==> src/rtl/core/besm_pkg.sv <==
// ----------------------------------------------------------------------------
// besm_pkg
// Shared types and constants of the block event state memory.
// ----------------------------------------------------------------------------
package besm_pkg;

  localparam int unsigned MAX_BLOCKS_DEF       = 256;
  localparam int unsigned MAX_BLOCK_LENGTH_DEF = 1024;

  localparam int unsigned EVENT_W     = 64;
  localparam int unsigned RANGE_LEN_W = 19;
  localparam int unsigned BLOCK_LEN_W = 11;
  localparam int unsigned BLOCK_NUM_W = 8;
  localparam int unsigned KIND_W      = 2;
  localparam int unsigned REPLY_W     = 2;
  localparam int unsigned CFG_INDEX_W = 2;
  localparam int unsigned S_TDATA_W   = 80;
  localparam int unsigned M_TDATA_W   = 72;

  // The restoring divider retires one quotient bit of the range offset per step.
  localparam int unsigned DIV_STEPS = RANGE_LEN_W;

  localparam logic [RANGE_LEN_W-1:0] RANGE_LEN_RST = 19'd1024;
  localparam logic [BLOCK_LEN_W-1:0] BLOCK_LEN_RST = 11'd4;

  localparam logic [CFG_INDEX_W-1:0] CFG_RANGE_BASE   = 2'd0;
  localparam logic [CFG_INDEX_W-1:0] CFG_RANGE_LENGTH = 2'd1;
  localparam logic [CFG_INDEX_W-1:0] CFG_BLOCK_LENGTH = 2'd2;

  typedef enum logic [KIND_W-1:0] {
    KIND_RECORD     = 2'd0,
    KIND_IDENTIFIED = 2'd1,
    KIND_QUERY      = 2'd2,
    KIND_READ       = 2'd3
  } kind_t;

  typedef struct packed {
    logic clear;
    logic load;
    logic setup;
    logic div_step;
    logic index;
    logic mul;
    logic update;
    logic finish;
    logic push;
  } cmd_t;

  typedef struct packed {
    logic clear_last;
    logic is_read;
  } status_t;

  typedef struct packed {
    logic [REPLY_W-1:0] reply_code;
    logic [EVENT_W-1:0] current_event;
    logic               block_known;
    logic               in_range;
  } result_t;

endpackage

==> src/rtl/core/besm_ram.sv <==
// ----------------------------------------------------------------------------
// besm_ram
// Generic single-write, single-read RAM with registered read data.
// ----------------------------------------------------------------------------
module besm_ram #(
  parameter int unsigned WIDTH  = 8,
  parameter int unsigned DEPTH  = 16,
  parameter int unsigned ADDR_W = (DEPTH > 1) ? $clog2(DEPTH) : 1
) (
  input  logic              clk,
  input  logic              wr_en,
  input  logic [ADDR_W-1:0] wr_addr,
  input  logic [WIDTH-1:0]  wr_data,
  input  logic              rd_en,
  input  logic [ADDR_W-1:0] rd_addr,
  output logic [WIDTH-1:0]  rd_data
);

  logic [WIDTH-1:0] mem [DEPTH];

  always_ff @(posedge clk) begin
    if (wr_en) begin
      mem[wr_addr] <= wr_data;
    end
    if (rd_en) begin
      rd_data <= mem[rd_addr];
    end
  end

endmodule

==> src/rtl/core/besm_ctrl.sv <==
// ----------------------------------------------------------------------------
// besm_ctrl
// Sequencer: store clearing sweep, then one item at a time through setup,
// division (skipped for block reads), lookup, update and result hand-off.
// ----------------------------------------------------------------------------
module besm_ctrl (
  input  logic              clk,
  input  logic              rst,
  input  logic              in_valid,
  output logic              in_ready,
  input  besm_pkg::status_t status,
  input  logic              out_free,
  output besm_pkg::cmd_t    cmd
);
  import besm_pkg::*;

  localparam int unsigned CNT_W = $clog2(DIV_STEPS);

  typedef enum logic [3:0] {
    S_CLEAR,
    S_IDLE,
    S_SETUP,
    S_DIV,
    S_INDEX,
    S_MUL,
    S_UPDATE,
    S_FINISH,
    S_DONE
  } state_t;

  state_t           state;
  logic [CNT_W-1:0] div_cnt;

  always_ff @(posedge clk) begin
    if (rst) begin
      state   <= S_CLEAR;
      div_cnt <= '0;
    end else begin
      unique case (state)
        S_CLEAR: begin
          if (status.clear_last) begin
            state <= S_IDLE;
          end
        end
        S_IDLE: begin
          if (in_valid) begin
            state <= S_SETUP;
          end
        end
        S_SETUP: begin
          div_cnt <= '0;
          // A block read takes its index straight from the item.
          state   <= status.is_read ? S_INDEX : S_DIV;
        end
        S_DIV: begin
          if (div_cnt == CNT_W'(DIV_STEPS - 1)) begin
            state <= S_INDEX;
          end else begin
            div_cnt <= div_cnt + 1'b1;
          end
        end
        S_INDEX:  state <= S_MUL;
        S_MUL:    state <= S_UPDATE;
        S_UPDATE: state <= S_FINISH;
        S_FINISH: state <= S_DONE;
        S_DONE: begin
          if (out_free) begin
            state <= S_IDLE;
          end
        end
        default: state <= S_CLEAR;
      endcase
    end
  end

  assign in_ready = (state == S_IDLE);

  always_comb begin
    cmd          = '0;
    cmd.clear    = (state == S_CLEAR);
    cmd.load     = (state == S_IDLE) && in_valid;
    cmd.setup    = (state == S_SETUP);
    cmd.div_step = (state == S_DIV);
    cmd.index    = (state == S_INDEX);
    cmd.mul      = (state == S_MUL);
    cmd.update   = (state == S_UPDATE);
    cmd.finish   = (state == S_FINISH);
    cmd.push     = (state == S_DONE) && out_free;
  end

endmodule

==> src/rtl/core/besm_dp.sv <==
// ----------------------------------------------------------------------------
// besm_dp
// Datapath: configuration registers, range offset, restoring divider,
// block store, event reconstruction and query reply.
// ----------------------------------------------------------------------------
module besm_dp #(
  parameter int unsigned MAX_BLOCKS       = besm_pkg::MAX_BLOCKS_DEF,
  parameter int unsigned MAX_BLOCK_LENGTH = besm_pkg::MAX_BLOCK_LENGTH_DEF
) (
  input  logic                                 clk,
  input  logic                                 rst,
  input  logic                                 cfg_valid,
  input  logic [besm_pkg::CFG_INDEX_W-1:0]     cfg_index,
  input  logic [besm_pkg::EVENT_W-1:0]         cfg_data,
  input  besm_pkg::cmd_t                       cmd,
  input  besm_pkg::kind_t                      kind,
  input  logic [besm_pkg::EVENT_W-1:0]         event_number,
  input  logic                                 state_valid,
  input  logic                                 query_consumer,
  input  logic [besm_pkg::BLOCK_NUM_W-1:0]     block_number,
  output besm_pkg::status_t                    status,
  output besm_pkg::result_t                    result
);
  import besm_pkg::*;

  localparam int unsigned BLW_FULL = $clog2(MAX_BLOCK_LENGTH + 1);
  localparam int unsigned BLW      = (BLW_FULL < BLOCK_LEN_W) ? BLW_FULL : BLOCK_LEN_W;
  localparam int unsigned BIW      = (MAX_BLOCKS > 1) ? $clog2(MAX_BLOCKS) : 1;
  localparam int unsigned PW       = BIW + BLW;
  localparam int unsigned QW       = RANGE_LEN_W;
  localparam int unsigned BL_CAP_I = (MAX_BLOCK_LENGTH < (2 ** BLOCK_LEN_W))
                                     ? MAX_BLOCK_LENGTH : (2 ** BLOCK_LEN_W) - 1;
  localparam logic [BLOCK_LEN_W-1:0] BL_CAP = BLOCK_LEN_W'(BL_CAP_I);

  // Configuration registers.
  logic [EVENT_W-1:0]     range_base;
  logic [RANGE_LEN_W-1:0] range_length;
  logic [BLOCK_LEN_W-1:0] block_length;

  // Item registers.
  kind_t                  kind_r;
  logic [EVENT_W-1:0]     ev_r;
  logic                   valid_r;
  logic                   cons_r;
  logic [BLOCK_NUM_W-1:0] bnum_r;
  logic [BLW-1:0]         bl_r;

  // Working registers.
  logic                   pre_inr;
  logic                   inr;
  logic [QW-1:0]          quo;
  logic [BLW-1:0]         rem;
  logic [BIW-1:0]         blk;
  logic [PW-1:0]          prod;
  logic [BLW-1:0]         stored;
  logic [BLW-1:0]         stored_m1;
  logic [EVENT_W-1:0]     base_sum;
  logic [EVENT_W-1:0]     cur;
  logic [BIW-1:0]         clr_cnt;

  logic [BLOCK_LEN_W-1:0]     eff_bl;
  logic [EVENT_W-1:0]         offset;
  logic [BLW:0]               r_shift;
  logic [BLW:0]               r_diff;
  logic                       r_ge;
  logic [BIW+BLOCK_NUM_W-1:0] bnum_wide;
  logic                       do_update;
  logic [BLW-1:0]             new_entry;
  logic                       ram_we;
  logic [BIW-1:0]             ram_waddr;
  logic [BLW-1:0]             ram_wdata;
  logic [BLW-1:0]             ram_rdata;
  logic                       known;

  assign eff_bl    = (block_length > BL_CAP) ? BL_CAP : block_length;
  assign offset    = ev_r - range_base;
  assign r_shift   = {rem, quo[QW-1]};
  assign r_diff    = r_shift - {1'b0, bl_r};
  assign r_ge      = (r_shift >= {1'b0, bl_r});
  assign bnum_wide = (BIW + BLOCK_NUM_W)'(bnum_r);
  assign do_update = inr && ((kind_r == KIND_RECORD) ||
                             ((kind_r == KIND_IDENTIFIED) && valid_r));
  // The remainder is below the block length, so offset plus one still fits.
  assign new_entry = rem + 1'b1;

  always_ff @(posedge clk) begin
    if (rst) begin
      range_base   <= '0;
      range_length <= RANGE_LEN_RST;
      block_length <= BLOCK_LEN_RST;
    end else if (cfg_valid) begin
      unique case (cfg_index)
        CFG_RANGE_BASE:   range_base   <= cfg_data;
        CFG_RANGE_LENGTH: range_length <= cfg_data[RANGE_LEN_W-1:0];
        CFG_BLOCK_LENGTH: block_length <= cfg_data[BLOCK_LEN_W-1:0];
        default: ;
      endcase
    end
  end

  always_ff @(posedge clk) begin
    if (rst) begin
      clr_cnt <= '0;
      inr     <= 1'b0;
    end else begin
      if (cmd.clear) begin
        clr_cnt <= clr_cnt + 1'b1;
      end
      if (cmd.index) begin
        if (kind_r == KIND_READ) begin
          inr <= (bl_r != '0) && (32'(bnum_r) < MAX_BLOCKS);
        end else begin
          inr <= pre_inr && (32'(quo) < MAX_BLOCKS);
        end
      end
      if (cmd.update && (kind_r == KIND_READ)) begin
        inr <= inr && (64'(prod) < 64'(range_length));
      end
    end
  end

  always_ff @(posedge clk) begin
    if (cmd.load) begin
      kind_r  <= kind;
      ev_r    <= event_number;
      valid_r <= state_valid;
      cons_r  <= query_consumer;
      bnum_r  <= block_number;
      bl_r    <= BLW'(eff_bl);
    end
    if (cmd.setup) begin
      pre_inr <= (bl_r != '0) && (offset < 64'(range_length));
      quo     <= offset[QW-1:0];
      rem     <= '0;
    end
    if (cmd.div_step) begin
      rem <= r_ge ? r_diff[BLW-1:0] : r_shift[BLW-1:0];
      quo <= {quo[QW-2:0], r_ge};
    end
    if (cmd.index) begin
      blk <= (kind_r == KIND_READ) ? bnum_wide[BIW-1:0] : quo[BIW-1:0];
    end
    if (cmd.mul) begin
      prod <= PW'(blk) * PW'(bl_r);
    end
    if (cmd.update) begin
      stored    <= do_update ? new_entry : ram_rdata;
      stored_m1 <= (do_update ? new_entry : ram_rdata) - 1'b1;
      base_sum  <= range_base + 64'(prod);
    end
    if (cmd.finish) begin
      cur <= base_sum + 64'(stored_m1);
    end
  end

  assign ram_we    = cmd.clear || (cmd.update && do_update);
  assign ram_waddr = cmd.clear ? clr_cnt : blk;
  assign ram_wdata = cmd.clear ? '0 : new_entry;

  besm_ram #(
    .WIDTH (BLW),
    .DEPTH (MAX_BLOCKS),
    .ADDR_W(BIW)
  ) u_store (
    .clk    (clk),
    .wr_en  (ram_we),
    .wr_addr(ram_waddr),
    .wr_data(ram_wdata),
    .rd_en  (cmd.mul),
    .rd_addr(blk),
    .rd_data(ram_rdata)
  );

  assign status.clear_last = (clr_cnt == BIW'(MAX_BLOCKS - 1));
  assign status.is_read    = (kind_r == KIND_READ);

  assign known = inr && (stored != '0);

  always_comb begin
    result               = '0;
    result.in_range      = inr;
    result.block_known   = known;
    result.current_event = known ? cur : '0;
    if (inr && (kind_r == KIND_QUERY)) begin
      result.reply_code = {cons_r, !(known && (cur == ev_r))};
    end
  end

endmodule

==> src/rtl/core/block_event_state_memory.sv <==
// Block event state memory: remembers the last valid event of each block.
// Items are taken one at a time: a new item is accepted only after the result of the last
// one has entered the result register. Block reads skip the restoring divider, which
// takes one bit of the 19-bit range offset a cycle.
// Reset: the configuration registers return to their defaults and the store is swept to
// zero, one entry a cycle over all MAX_BLOCKS entries, while s_axis_tready stays low.
// ----------------------------------------------------------------------------
// block_event_state_memory
// Top level: stream ports, configuration port, result register.
// ----------------------------------------------------------------------------
module block_event_state_memory #(
  parameter int unsigned MAX_BLOCKS       = besm_pkg::MAX_BLOCKS_DEF,
  parameter int unsigned MAX_BLOCK_LENGTH = besm_pkg::MAX_BLOCK_LENGTH_DEF
) (
  input  logic                             clk,
  input  logic                             rst,
  input  logic                             s_axis_tvalid,
  output logic                             s_axis_tready,
  // event_number[63:0], state_valid[64], query_consumer[65], block_number[73:66]
  input  logic [besm_pkg::S_TDATA_W-1:0]   s_axis_tdata,
  // kind[1:0]
  input  logic [besm_pkg::KIND_W-1:0]      s_axis_tuser,
  output logic                             m_axis_tvalid,
  input  logic                             m_axis_tready,
  // in_range[0], block_known[1], current_event[65:2], reply_code[67:66]
  output logic [besm_pkg::M_TDATA_W-1:0]   m_axis_tdata,
  input  logic                             cfg_valid,
  output logic                             cfg_ready,
  input  logic [besm_pkg::CFG_INDEX_W-1:0] cfg_index,
  input  logic [besm_pkg::EVENT_W-1:0]     cfg_data
);
  import besm_pkg::*;

  cmd_t    cmd;
  status_t status;
  result_t result;
  result_t out_res;
  logic    out_free;

  assign cfg_ready = 1'b1;
  assign out_free  = !m_axis_tvalid || m_axis_tready;

  besm_ctrl u_ctrl (
    .clk     (clk),
    .rst     (rst),
    .in_valid(s_axis_tvalid),
    .in_ready(s_axis_tready),
    .status  (status),
    .out_free(out_free),
    .cmd     (cmd)
  );

  besm_dp #(
    .MAX_BLOCKS      (MAX_BLOCKS),
    .MAX_BLOCK_LENGTH(MAX_BLOCK_LENGTH)
  ) u_dp (
    .clk           (clk),
    .rst           (rst),
    .cfg_valid     (cfg_valid),
    .cfg_index     (cfg_index),
    .cfg_data      (cfg_data),
    .cmd           (cmd),
    .kind          (kind_t'(s_axis_tuser)),
    .event_number  (s_axis_tdata[63:0]),
    .state_valid   (s_axis_tdata[64]),
    .query_consumer(s_axis_tdata[65]),
    .block_number  (s_axis_tdata[73:66]),
    .status        (status),
    .result        (result)
  );

  // The result register frees the sequencer while a result waits downstream.
  always_ff @(posedge clk) begin
    if (rst) begin
      m_axis_tvalid <= 1'b0;
    end else if (cmd.push) begin
      m_axis_tvalid <= 1'b1;
    end else if (m_axis_tready) begin
      m_axis_tvalid <= 1'b0;
    end
  end

  always_ff @(posedge clk) begin
    if (cmd.push) begin
      out_res <= result;
    end
  end

  assign m_axis_tdata = {(M_TDATA_W - $bits(result_t))'(0), out_res};

  // An item holds the block until its result is handed off.
  a_one_at_a_time: assert property (@(posedge clk) disable iff (rst)
    (s_axis_tvalid && s_axis_tready) |=> !s_axis_tready)
    else $error("input accepted while an item is in progress");

  a_out_of_range_zero: assert property (@(posedge clk) disable iff (rst)
    (m_axis_tvalid && !m_axis_tdata[0]) |-> (m_axis_tdata[67:1] == '0))
    else $error("out of range result carries nonzero fields");

  a_unknown_zero: assert property (@(posedge clk) disable iff (rst)
    (m_axis_tvalid && !m_axis_tdata[1]) |-> (m_axis_tdata[65:2] == '0))
    else $error("unknown block reports a nonzero event");

  // The clearing sweep follows every reset with no item taken and no result shown.
  a_reset_sweep: assert property (@(posedge clk)
    rst |=> (!s_axis_tready && !m_axis_tvalid))
    else $error("block active right after reset");

endmodule

==> config.mk <==
export PLATFORM = sky130hd
export DESIGN_NAME = block_event_state_memory
export DESIGN_NICKNAME = d
export VERILOG_FILES = /design/src/rtl/core/besm_pkg.sv /design/src/rtl/core/besm_ram.sv /design/src/rtl/core/besm_ctrl.sv /design/src/rtl/core/besm_dp.sv /design/src/rtl/core/block_event_state_memory.sv
export SDC_FILE = /design/constraint.sdc
export NUM_CORES = 2
export LEC_CHECK = 0
export BUFFER_PORTS_ARGS = -buffer_cell sky130_fd_sc_hd__buf_2
export CAP_MARGIN = 0
export CORE_MARGIN = 3
export CORE_UTILIZATION = 36
export CTS_BUF_LIST = sky130_fd_sc_hd__clkbuf_16
export DETAILED_ROUTE_END_ITERATION = 10
export SKIP_LAST_GASP = 1
export SYNTH_ARGS = -nofsm -noshare
export SYNTH_HDL_FRONTEND = slang
export SYNTH_HIERARCHICAL = 1
export SYNTH_SLANG_ARGS = --single-unit
==> constraint.sdc <==
create_clock -name clk -period 13.9 [get_ports clk]
set_clock_uncertainty 0.2 [all_clocks]
set_input_delay 2.78 -clock clk [delete_from_list [all_inputs] [get_ports clk]]
set_output_delay 2.78 -clock clk [all_outputs]
set_load 0.01 [all_outputs]
==> impl_metrics.json <==
{
  "p_clk_share_pct": 45.2,
  "yosysUniqueCellTypes": 97,
  "root_buffer": "clkbuf_16",
  "grt_max_degree": 236,
  "grt_pass1_wl_um": 540000,
  "hold_slack_ps": 253.7,
  "dieArea_mm2": 0.3911,
  "synth_commonest_cells": "3,190 x edfxtp_1, 614 x mux4_2, 443 x nor2_1",
  "coreArea_mm2": 0.3803,
  "power_frac_seq_pct": 53.7,
  "first_pass_iters": 8,
  "hold_viol": 0,
  "rsz0062_at_grt": "no",
  "drv_cap": 0,
  "grt-ovfl-total": 0,
  "synth_ff_type": "edfxtp_1",
  "max_freq_ghz": 0.1453,
  "ctsHtreeMaxLevel": 5,
  "required_ps": 14240,
  "end_kind": "register",
  "cp_data_arrival_time_ps": 7220,
  "drv_slew": 0,
  "hold_class": "reg2reg",
  "synth_area_mm2": 0.1381,
  "antenna_found_initial": 10,
  "post_drt_wl_per_cell_um": 27.71,
  "tns_ps": 0,
  "yosysMostFrequentCell": "edfxtp_1",
  "cp_max_fo": 6,
  "p_sw_share_pct": 20.05,
  "drt_iter0_drc": 8431,
  "die_h_um": 625.4,
  "fin_nets": 8666,
  "utilization_pct": 41.05,
  "synth-async-reset-ratio_pct": 0,
  "synth_area_leaders": "edfxtp_1 69%, mux4_2 10%, mux2i_1 1.8%",
  "p_per_area_mw_per_mm2": 128.8,
  "synth_edf_count": 3190,
  "power.internal_w": 0.01607,
  "io_pins": 228,
  "leakage_nw": 50.93,
  "routabilityCongestion": 0.9281,
  "path_clk_slew_ps": 60,
  "clk-insertion-delay-late_ps": 950,
  "max-vdd-ir-drop_uv": 102.0,
  "ys_warn_count": 6,
  "start_util_pct": 36.31,
  "cts_tree": "built",
  "postCtsSetupBuffers": 0,
  "rows": 226,
  "grt_use_total_pct": 18.80,
  "nFillCells": 33614,
  "hold_buffers": 0,
  "ctsResizeCount": 0,
  "period_share_pct": 49.51,
  "tightest_slew_ps": 1365,
  "vias_per_cell": 5.570,
  "drc_errors": 0,
  "synth-seq-cells": 3303,
  "synth_top_area_share_pct": 69.36,
  "status": "complete, no violations",
  "power.share.combinational_pct": 1.1,
  "setup_viol": 0,
  "dr_total_vias": 75573,
  "synth_seq_area_share_pct": 71.00,
  "cts.path.max_buffers": 4,
  "syn_avg_cell_area_um2": 17.37,
  "cts_buffers": 346,
  "ant_nets": 0,
  "slew_headroom_pct": 7.687,
  "die_w_um": 625.4,
  "criticalPathCategory": "reg2reg",
  "synth_top_cell_by_area": "edfxtp_1",
  "dpl.hpwl_um": 242600,
  "clock-sinks": 3303,
  "first_global_vias": 75300,
  "drive_gt1_share_pct": 18.91,
  "wirelength_um": 376000,
  "io_buffer_count": 216,
  "start_kind": "register",
  "period_minus_slack_ps": 6882,
  "syn2layout_area_growth_pct": 13.04,
  "syn_inst": 7951,
  "p_sw_w": 0.004031
}
-- per-stage QoR --
stage / cell area, µm² / total power, W / std cells / setup WS, ps
after global routing: 156100 / 0.02067 / 13567 / 6646
after CTS: 156100 / 0.02027 / 13564 / 6985
after floorplan: 138100 / 0.01112 / 7954 / 4812
final: 156100 / 0.02010 / 13568 / 7018
after global placement: 144800 / 0.01122 / 12938 / 7130
after detailed placement: 144800 / 0.01122 / 12938 / 7035
-- state kept, by name, indices dropped and copies added, names as in the netlist, 2 cells and up --
signal / count
m_axis_tdata: 68
u_ctrl/state: 4
u_ctrl/div_cnt: 5
u_dp/block_length: 11
u_dp/clr_cnt: 8
u_dp/bl_r: 11
u_dp/kind_r: 2
u_dp/stored_m1: 11
u_dp/rem: 11
u_dp/blk: 8
u_dp/stored: 11
u_dp/u_store/mem: 2816
u_dp/u_store/rd_data: 11
u_dp/cur: 64
u_dp/base_sum: 64
u_dp/ev_r: 64
u_dp/quo: 19
u_dp/prod: 19
u_dp/range_base: 64
u_dp/bnum_r: 8
u_dp/range_length: 19
-- kinds of logic after synthesis --
kind of cell	synth area share [%]
flops	71.00
fa+ha+maj	2.508
buf+inv	2.345
compound gates	4.957
xor+xnor	1.719
simple gates	5.347
mux	12.12
other cells	0.005438
-- worst paths after layout --
| kind | from | end | slack (ps) | cells after the start |
|---|---|---|---|---|
| min reg2reg | u_dp/range_length[8] | u_dp/range_length[8] | 250 | 2 |
| max reg2reg | u_dp/ev_r[4] | u_dp/pre_inr | 7020 | 18 |
| min | u_dp/range_length[8] | u_dp/range_length[8] | 250 | 2 |
| max | u_dp/ev_r[4] | u_dp/pre_inr | 7020 | 18 |
-- power groups by stage --
stage,Sequential (W),Clock [W],Combinational [W]
after floorplan,0.0110,0,0.000125
after CTS,0.0108,0.00926,0.000227
after global routing,0.0108,0.00964,0.000246
after detailed placement,0.0110,0,0.000225
after global placement,0.0110,0,0.000224
final,0.0108,0.00909,0.000229
-- layout make-up --
cell class / count / area [µm²] / area share, %
inverter: 251 / 942.2 / 0.6035
clock buffer: 351 / 8783 / 5.626
multi-input combinational: 3981 / 37050 / 23.73
clock inverter: 275 / 2460 / 1.576
sequential: 3303 / 98050 / 62.81
tap: 5016 / 6276 / 4.020
antenna: 3 / 7.507 / 0.004809
timing repair buffer: 388 / 2545 / 1.630
-- worst max-delay path, stage by stage (launching register included) --
cell and delay, ps:
edfxtp_1 500, ha_1 400, a21o_1 190, a21o_1 180, o21ai_0 620, a211oi_1 260, nor3_1 430, xnor2_1 190
ha_1 260, a2111oi_0 390, nand4_1 140, or4_1 570, a2111oi_2 350, nand4b_1 150, a311oi_1 210, nand4_1 180
nor4_1 390, nand4_1 140, nor4_1 800
-- cells in the final DEF, fill, tap and decap left out, types with 33 or more instances in the layout --
cell	n
nand2b_1	36
nor2b_1	47
xnor2_1	163
nor2_1	421
buf_2	215
nand4_1	76
clkinv_1	64
xor2_1	108
o21ai_0	119
inv_1	320
nand3_1	111
mux4_2	614
bufinv_16	33
o221ai_1	47
dfxtp_1	113
nor3_1	93
a21oi_1	291
nor4_1	55
o22ai_1	89
buf_4	160
and2_1	131
mux2i_1	248
clkbuf_16	351
a21o_1	48
edfxtp_1	3190
a211oi_1	38
clkinv_2	67
ha_1	184
nand2_1	426
a22oi_1	125
fa_1	58
mux2_2	38
a22o_1	36
-- layer usage --
metal	routed length, µm	GRT usage (%)
met1	153300	25.77
met2	178800	30.52
met3	31230	3.200
met4	12620	6.030
met5	22	0
No activity file was read; power rests on OpenSTA's default activity.
